**config.mk**
```make
export PLATFORM = sky130hd
export DESIGN_NAME = cbb_ctrl
export DESIGN_NICKNAME = d
export VERILOG_FILES = /design/src/assert_macros.svh /design/src/cbb_pkg.sv /design/src/cbb_ctrl.sv
export SDC_FILE = /design/constraint.sdc
export NUM_CORES = 1
export LEC_CHECK = 0
export ABC_CLOCK_PERIOD_IN_PS = 20400
export BUFFER_PORTS_ARGS = -buffer_cell sky130_fd_sc_hd__buf_2
export CORE_MARGIN = 4
export CORE_UTILIZATION = 53
export DETAILED_ROUTE_END_ITERATION = 7
export HOLD_SLACK_MARGIN = 0.12
export PLACE_DENSITY = 0.77
export SLEW_MARGIN = 20
export SYNTH_ARGS = -nofsm -noshare
export SYNTH_HDL_FRONTEND = slang
export SYNTH_SLANG_ARGS = --single-unit
```
**constraint.sdc**
```tcl
create_clock -name clk -period 20.4 [get_ports clk]
set_clock_uncertainty 0.1 [all_clocks]
set_input_delay 4.08 -clock clk [delete_from_list [all_inputs] [get_ports clk]]
set_output_delay 4.08 -clock clk [all_outputs]
set_load 0.02 [all_outputs]
```
**src/assert_macros.svh**
```systemverilog
// Assertion helpers, included by the buffer core for its checks.
`ifndef ASSERT_MACROS_SVH
`define ASSERT_MACROS_SVH

// Same-cycle implication, disabled while reset is high.
`define CHECK_IMPLY(label, clk, rst, ante, cons) \
  label: assert property (@(posedge clk) disable iff (rst) (ante) |-> (cons)) \
    else $error("check failed: same-cycle implication");

// Next-cycle implication, disabled while reset is high.
`define CHECK_NEXT(label, clk, rst, ante, cons) \
  label: assert property (@(posedge clk) disable iff (rst) (ante) |=> (cons)) \
    else $error("check failed: next-cycle implication");

`endif

```
**src/cbb_pkg.sv**
```systemverilog
`timescale 1ns / 1ps
// ----------------------------------------------------------------------------
// cbb_pkg
// Types and fixed constants of the compacting byte buffer.
// ----------------------------------------------------------------------------
package cbb_pkg;

  localparam int CFG_W    = 11;
  localparam int LEN_W    = 7;
  localparam int BYTE_W   = 8;
  localparam int FILL_W   = 11;

  localparam logic [CFG_W-1:0] SIZE_RESET = 11'd1024;

  // Command codes
  localparam logic [1:0] FUNC_WRITE = 2'd0;
  localparam logic [1:0] FUNC_READ  = 2'd1;
  localparam logic [1:0] FUNC_PEEK  = 2'd2;
  localparam logic [1:0] FUNC_RESET = 2'd3;

  typedef struct packed {
    logic [1:0]        func;
    logic [BYTE_W-1:0] data_in;
    logic [LEN_W-1:0]  length;
  } cmd_t;

  typedef struct packed {
    logic [BYTE_W-1:0] data_out;
    logic              has_data;
    logic              last;
    logic [LEN_W-1:0]  count;
    logic [FILL_W-1:0] readable;
    logic [FILL_W-1:0] writable;
  } result_t;

  // Result side-band from the sequencer; the byte comes from the memory.
  typedef struct packed {
    logic              valid;
    logic              has_data;
    logic              last;
    logic [LEN_W-1:0]  count;
    logic [FILL_W-1:0] readable;
    logic [FILL_W-1:0] writable;
  } emit_t;

  typedef enum logic [3:0] {
    ST_IDLE  = 4'b0001,
    ST_BURST = 4'b0010,
    ST_COPY  = 4'b0100,
    ST_DRAIN = 4'b1000
  } state_t;

endpackage

```
**src/cbb_ctrl.sv**
```systemverilog
`timescale 1ns / 1ps
// ----------------------------------------------------------------------------
// cbb_ctrl
// Sequencer: holds the read and write positions, drives the byte memory
// for appends, read bursts and the compaction copy, and issues results.
// ----------------------------------------------------------------------------
module cbb_ctrl
  import cbb_pkg::*;
#(
  parameter int DEPTH     = 1024,
  parameter int MAX_BURST = 64
) (
  input  logic                         clk,
  input  logic                         rst,
  input  logic                         start,
  input  cmd_t                         cmd,
  input  logic [$clog2(DEPTH+1)-1:0]   size_use,
  input  logic [BYTE_W-1:0]            rdata,
  output logic                         busy,
  output emit_t                        emit,
  output logic                         ram_we,
  output logic [$clog2(DEPTH)-1:0]     ram_waddr,
  output logic [BYTE_W-1:0]            ram_wdata,
  output logic [$clog2(DEPTH)-1:0]     ram_raddr
);

  localparam int PW = $clog2(DEPTH + 1);
  localparam int AW = $clog2(DEPTH);
  localparam int BW = $clog2(MAX_BURST + 1);
  localparam int CW = (PW > CFG_W) ? PW : CFG_W;

  state_t        state, state_next;
  logic [PW-1:0] rp, rp_next;
  logic [PW-1:0] wp, wp_next;
  logic [1:0]    func, func_next;
  logic [BW-1:0] burst_n, burst_n_next;
  logic [BW-1:0] idx, idx_next;
  logic [AW-1:0] cp_src, cp_src_next;
  logic [PW-1:0] cp_cnt, cp_cnt_next;
  logic [PW-1:0] cp_k, cp_k_next;
  logic          pend_we;
  logic [AW-1:0] pend_addr;

  logic          accept;
  logic [PW-1:0] unread;
  logic [CW-1:0] len_sat;
  logic [CW-1:0] take;
  logic          stored;
  logic [PW-1:0] wp_inc;
  logic          last_issue;
  logic [PW-1:0] rp_adv;
  logic          compact;
  logic [PW-1:0] remain;
  logic [PW-1:0] wp_fin;
  logic [PW-1:0] rp_fin;

  // Free bytes above a write position
  function automatic logic [PW-1:0] free_of(input logic [PW-1:0] size,
                                             input logic [PW-1:0] w);
    free_of = (size > w) ? (size - w) : '0;
  endfunction

  assign accept = start && (state == ST_IDLE);
  assign busy   = (state != ST_IDLE);
  assign unread = wp - rp;

  // Saturate the request, then cut it to what is stored
  assign len_sat = (CW'(cmd.length) > CW'(MAX_BURST)) ? CW'(MAX_BURST) : CW'(cmd.length);
  assign take    = (len_sat < CW'(unread)) ? len_sat : CW'(unread);

  assign stored  = (wp < size_use);
  assign wp_inc  = wp + PW'(stored);

  // End of a burst: advance and test for compaction
  assign last_issue = ((idx + BW'(1)) == burst_n);
  assign rp_adv     = rp + PW'(burst_n);
  assign compact    = (func == FUNC_READ) && (rp_adv > (size_use >> 1));
  assign remain     = wp - rp_adv;
  assign wp_fin     = compact ? remain : wp;
  assign rp_fin     = (func == FUNC_READ) ? (compact ? '0 : rp_adv) : rp;

  always_comb begin
    state_next   = state;
    rp_next      = rp;
    wp_next      = wp;
    func_next    = func;
    burst_n_next = burst_n;
    idx_next     = idx;
    cp_src_next  = cp_src;
    cp_cnt_next  = cp_cnt;
    cp_k_next    = cp_k;
    emit         = '0;
    ram_we       = pend_we;
    ram_waddr    = pend_addr;
    ram_wdata    = rdata;
    ram_raddr    = AW'(rp + PW'(idx));

    case (state)
      ST_IDLE: begin
        if (accept) begin
          emit.valid = 1'b1;
          emit.last  = 1'b1;
          case (cmd.func)
            FUNC_WRITE: begin
              // Append when below the size in use
              ram_we         = stored;
              ram_waddr      = AW'(wp);
              ram_wdata      = cmd.data_in;
              wp_next        = wp_inc;
              emit.count     = LEN_W'(stored);
              emit.readable  = FILL_W'(wp_inc - rp);
              emit.writable  = FILL_W'(free_of(size_use, wp_inc));
            end
            FUNC_RESET: begin
              rp_next        = '0;
              wp_next        = '0;
              emit.writable  = FILL_W'(size_use);
            end
            default: begin
              if (take == '0) begin
                // Nothing to return: one empty result
                emit.readable = FILL_W'(unread);
                emit.writable = FILL_W'(free_of(size_use, wp));
              end else begin
                emit         = '0;
                func_next    = cmd.func;
                burst_n_next = BW'(take);
                idx_next     = '0;
                state_next   = ST_BURST;
              end
            end
          endcase
        end
      end

      ST_BURST: begin
        // One byte read per cycle; result shows with the read word
        emit.valid    = 1'b1;
        emit.has_data = 1'b1;
        emit.last     = last_issue;
        idx_next      = idx + BW'(1);
        if (last_issue) begin
          emit.count    = LEN_W'(burst_n);
          emit.readable = FILL_W'(wp_fin - rp_fin);
          emit.writable = FILL_W'(free_of(size_use, wp_fin));
          rp_next       = rp_fin;
          wp_next       = wp_fin;
          cp_src_next   = AW'(rp_adv);
          cp_cnt_next   = remain;
          cp_k_next     = '0;
          state_next    = (compact && (remain != '0)) ? ST_COPY : ST_IDLE;
        end
      end

      ST_COPY: begin
        // Read source now, write destination in the cycle after
        ram_raddr = AW'(cp_src + AW'(cp_k));
        cp_k_next = cp_k + PW'(1);
        if (cp_k == (cp_cnt - PW'(1))) begin
          state_next = ST_DRAIN;
        end
      end

      ST_DRAIN: begin
        // Final copy write lands here
        state_next = ST_IDLE;
      end

      default: begin
        state_next = ST_IDLE;
      end
    endcase
  end

  // Control state
  always_ff @(posedge clk) begin
    if (rst) begin
      state   <= ST_IDLE;
      rp      <= '0;
      wp      <= '0;
      pend_we <= 1'b0;
    end else begin
      state   <= state_next;
      rp      <= rp_next;
      wp      <= wp_next;
      pend_we <= (state == ST_COPY);
    end
  end

  // Working registers
  always_ff @(posedge clk) begin
    func      <= func_next;
    burst_n   <= burst_n_next;
    idx       <= idx_next;
    cp_src    <= cp_src_next;
    cp_cnt    <= cp_cnt_next;
    cp_k      <= cp_k_next;
    pend_addr <= AW'(cp_k);
  end

endmodule
```
# After elaboration in Yosys (flattened, before gate mapping)
# Cells that the tools add are included.
[word_totals]
ff_bits = 85
in_bits = 39
[classes]
add_sub_neg = 14
magnitude_cmp = 7
n_eq_ne = 15
n_mux = 47
bitwise = 2
n_reduce_logical = 16
[ops]
columns = ["cell", "n"]
rows = [
  ["$mux W11", 13],
  ["$pmux W11 S2", 5],
  ["$sub A11 B11 Y11", 7],
  ["$pmux W32 S2", 1],
  ["$mux W10", 5],
  ["$pmux W18 S2", 1],
  ["$gt A11 B11 Y1", 3],
  ["$mux W32", 1],
  ["$mux W29", 1],
  ["$mux W7", 4],
  ["$mux W8", 3],
  ["$mux W22", 1],
  ["$mux W4", 5],
  ["$reduce_and A4 Y1", 4],
  ["$pmux W7 S2", 1],
  ["$pmux W4 S3", 1],
  ["$add A11 B1 Y11", 1],
  ["$add A11 B1 Y11 const B", 1],
  ["$add A11 B7 Y11", 1],
  ["$eq A11 B11 Y1", 1],
  ["$gt A11 B10 Y1", 1],
  ["$logic_not A11 Y1", 1],
  ["$lt A11 B11 Y1", 1],
  ["$lt A7 B11 Y1", 1],
  ["25 further kinds", 37],
]

# Logic depth before layout (Yosys ltp)
[depth]
ltp_word = 9
ltp_mapped = 33
depth_no_buf = 31

# Worst setup path after synthesis
# No wires, ideal clock.
[synth_timing]
path_type = "in2out"
from = "input port size_use[1]"
to = "output port emit[0] in the netlist's numbering"
t_arrival_ns = 9.344
required_ns = 16.220
slack_ns = 6.876
stages = 30
path_buffers = 1
path_cell_list = "ha_1 nor2b_1 o21ai_0 a21boi_0 o21ai_0 a21boi_0 o21ai_0 a21boi_0 o21a_1 o21a_1 o21a_1 o21ai_0 inv_1 ha_1 ha_1 inv_1 ha_1 nor2b_1 o21ai_0 a21boi_0 o21ai_0 a21boi_0 o21ai_0 a21boi_0 o31a_1 o31a_1 clkbuf_1 a22o_1 a22oi_1 o22ai_1"
[synth_rtl]
columns = ["element", "line", "rtl"]
rows = [
  ["from (decl)", "cbb_ctrl.sv:17", "input logic [$clog2(DEPTH+1)-1:0] size_use,"],
  ["to (decl)", "cbb_ctrl.sv:20", "output emit_t emit,"],
]

==> flow_summary_export.csv <==
group,metric,value,unit
global_route,grt_overflow,0,
clocking,h-tree-depth,3,
pwr,switching_power,0.386,mW
clocking,numCtsBuffers,9,
detailed_routing,postRouteAntennaNets,0,
global_route,grtUsageTotal,29.6,%
detailed_routing,detail_route.wl_per_cell,20.2,um
place,place_congestion,0.994,
yosys,synth_fa_ha_area_share,16.6,%
setup_path,critPathKind,"in -> out",
pwr,seqPwrFrac,25.4,%
floorplanning,boundaryPins,101,
setup_path,crit_arrival,10.51,ns
setup_path,critPathRequiredTime,16.22,ns
clocking,clock_path_buffers,2,
hold_path,hold_path.class,"reg -> reg",
pwr,p_clk_share,19.5,%
sta,fin_crit_sh,72.0,%
setup_path,worst_r2r_startpoint,"wp[1]",
clocking,cts-root-buf,"clkbuf_16",
clocking,cts_tree,"yes",
layout,layout.nets,1437,
yosys,postSynthNetCount,1363,
floorplanning,dieWidth,143,um
job,max_cap_violations,0,
global_route,grt_pass1_wl,47200,um
setup_path,crit_slowest_cell,"o31a_1",
detailed_routing,viasPerCell,6.25,
layout,final_cells,1510,
yosys,synth_common_cells,"inv_1 (133), ha_1 (113), nor2_1 (105), a21oi_1 (79), o21ai_0 (79)",
yosys,synth.most_common_cell,"inv_1",
yosys,syn_inst,1202,
yosys,synth_top_area_cell,"edfxtp_1",
sta,hold_violations,0,
yosys,synth_seq_cells,85,
sta,fmax,68.1,MHz
floorplanning,std_cell_rows,49,
detailed_routing,routed_wirelength,30600,um
hold_path,hold_start,"cp_k[8]",
layout,diodes,0,
yosys,synth_mux_area_share,2.45,%
place,dpl.cell_count,1494,
yosys,synth_async_sr_flop_share,0,%
clocking,cts.clk_slew.worst_paths,0.06,ns
global_route,grt_pass1_vias,8778,
yosys,synth_top_area_share,14.8,%
clocking,cts.sinks,85,
floorplanning,core-area,0.0180,mm2
yosys,synthSimpleGateAreaFrac,16.5,%
floorplanning,die-area,0.0205,mm2
yosys,syn_area,0.00971,mm2
layout,area_delta_synth_final,9.86,%
floorplanning,die_h,143,um
setup_path,crit_path_start_kind,"primary input",
detailed_routing,drt_iter0_drc,927,
yosys,synth-compound-area-share,24.3,%
clocking,postCtsHoldBufs,0,
yosys,syn_avg_cell_area,8.08,um2
sta,worst_pin_slew,1.14,ns
setup_path,critical-path-top-delay-family,"compound AO/OA/AOI/OAI gates",
pwr,switching_share,44.8,%
setup_path,cp_common_cell,"o21ai_0",
yosys,synth_xor_area_share,10.6,%
setup_path,critPathMaxStageDelay,0.39,ns
clocking,clk_latency,0.36,ns
yosys,synth_top_family_by_area,"compound AO/OA/AOI/OAI gates",
sta,drv_slew,0,
sta,setup-tns-final,0,ns
setup_path,path_max_fanout,11,
clocking,cts.repair.resized,0,
sta,rsz0062_at_grt,"false",
floorplanning,initial_core_util,54.1,%
status,status,"complete, no violations",
detailed_routing,dr.pass1.iters,6,
pwr,ir_worst_vdd,0.0560,mV
global_route,antenna_found_initial,0,
layout,drive_above_1_share,12.7,%
setup_path,r2r_slack,14.84,ns
yosys,yosys_warnings,0,
clocking,post-cts-setup-buffers,0,
pwr,p_int,0.475,mW
yosys,synth_area_leaders,"edfxtp_1 (15%), ha_1 (15%), dfxtp_1 (7.6%)",
yosys,synth_edf_count,48,
place,portBuffers,100,
setup_path,startpoint,"size_use[1]",
sta,fin_crit,14.69,ns
setup_path,endpoint_kind,"output port",
sta,setup_violations,0,
global_route,grt_max_degree,31,
yosys,ys_types,76,
setup_path,cp.buffers_inverters,4,
yosys,ys_seq_area_share,22.5,%
detailed_routing,drc_errors,0,
yosys,synth_top_flop_cell,"edfxtp_1",
pwr,power_leakage,4.57,nW
place,dp_hpwl,24600,um
pwr,combPwrFrac,55.2,%
pwr,powerDensity,80.7,mW/mm2
detailed_routing,vias,9438,
sta,slew_headroom,23.3,%
routing by layer:
metal | part of all wire (%) | global-route usage [%] | up-vias
met3 | 9.7 | 6.16 | 86
met2 | 46 | 48.4 | 472
met4 | 4.2 | 11.6 | 0
li1 | - | - | 4440
met1 | 40 | 38.4 | 4440
met5 | 0 | 0 | -
stage by stage:
step / util (%) / setup WS, ns / power [mW] / hold slack (ns) / cell area [um2]
floorplan: - / 6.88 / 0.556 / 0.269 / 9710
CTS: 59.4 / 5.80 / 0.849 / 0.420 / 10700
global route: 59.4 / 4.98 / 0.914 / 0.454 / 10700
detailed placement: 57.7 / 5.85 / 0.681 / 0.405 / 10400
finish: 59.4 / 5.71 / 0.861 / 0.423 / 10700
global placement: 57.7 / 6.04 / 0.676 / 0.403 / 10400
cell usage in the layout, fill, tap and decap left out, types with 7 or more instances in the layout:
cell and n:
nand2_1 74, or3_1 11, o21ai_0 79, nor2_1 105, fa_1 9, a211oi_1 12
nand3_1 24, and2_1 15, buf_2 100, clkbuf_16 9, o21bai_1 9, o221ai_1 7
nor2b_1 19, a21oi_1 79, dfxtp_1 37, o22ai_2 10, xnor2_1 76, o31ai_1 9
a22o_1 12, edfxtp_1 48, xor2_1 41, inv_1 133, a22oi_1 21, and3_1 8
mux2_2 11, a21boi_0 11, a21o_1 21, nand4_1 10, o21a_1 19, nor3_1 28
ha_1 113, nand2b_1 16
state kept, by name, indices dropped and copies added, names as in the netlist:
register and flops:
cp_cnt 11, cp_k 11, rp 11, wp 11, cp_src 10, pend_addr 10, burst_n 7, idx 7
state 4, func 2, pend_we 1
layout make-up:
type / instances / area (um2)
clock buffer: 9 / 225
inverter: 135 / 507
sequential: 85 / 2180
fill: 1630 / 7300
tap: 229 / 287
clock inverter: 7 / 75.1
multi-input combinational: 940 / 6850
timing repair buffer: 105 / 538
power by group through the flow:
stage,Combinational (mW),Sequential [mW],Clock (mW)
4_1_cts,0.464,0.217,0.169
6_report,0.475,0.218,0.168
5_1_grt,0.518,0.218,0.177
2_1_floorplan,0.345,0.210,0
3_5_place_dp,0.460,0.220,0
3_3_place_gp,0.456,0.220,0
cells by family after synthesis:
logic type / Yosys count
flip-flops: 85
AO/OA/AOI/OAI: 346
multiplexers: 20
XOR/XNOR: 117
buffers and inverters: 177
AND/OR/NAND/NOR: 333
adder cells (fa/ha/maj): 124
final timing paths:
path                        to  cells past startpoint
setup / recovery       emit[8]                     31
hold / removal    pend_addr[8]                      0
setup reg to reg         wp[8]                     22
hold reg to reg   pend_addr[8]                      0
Note: power is estimated with default switching activity, not from simulation.
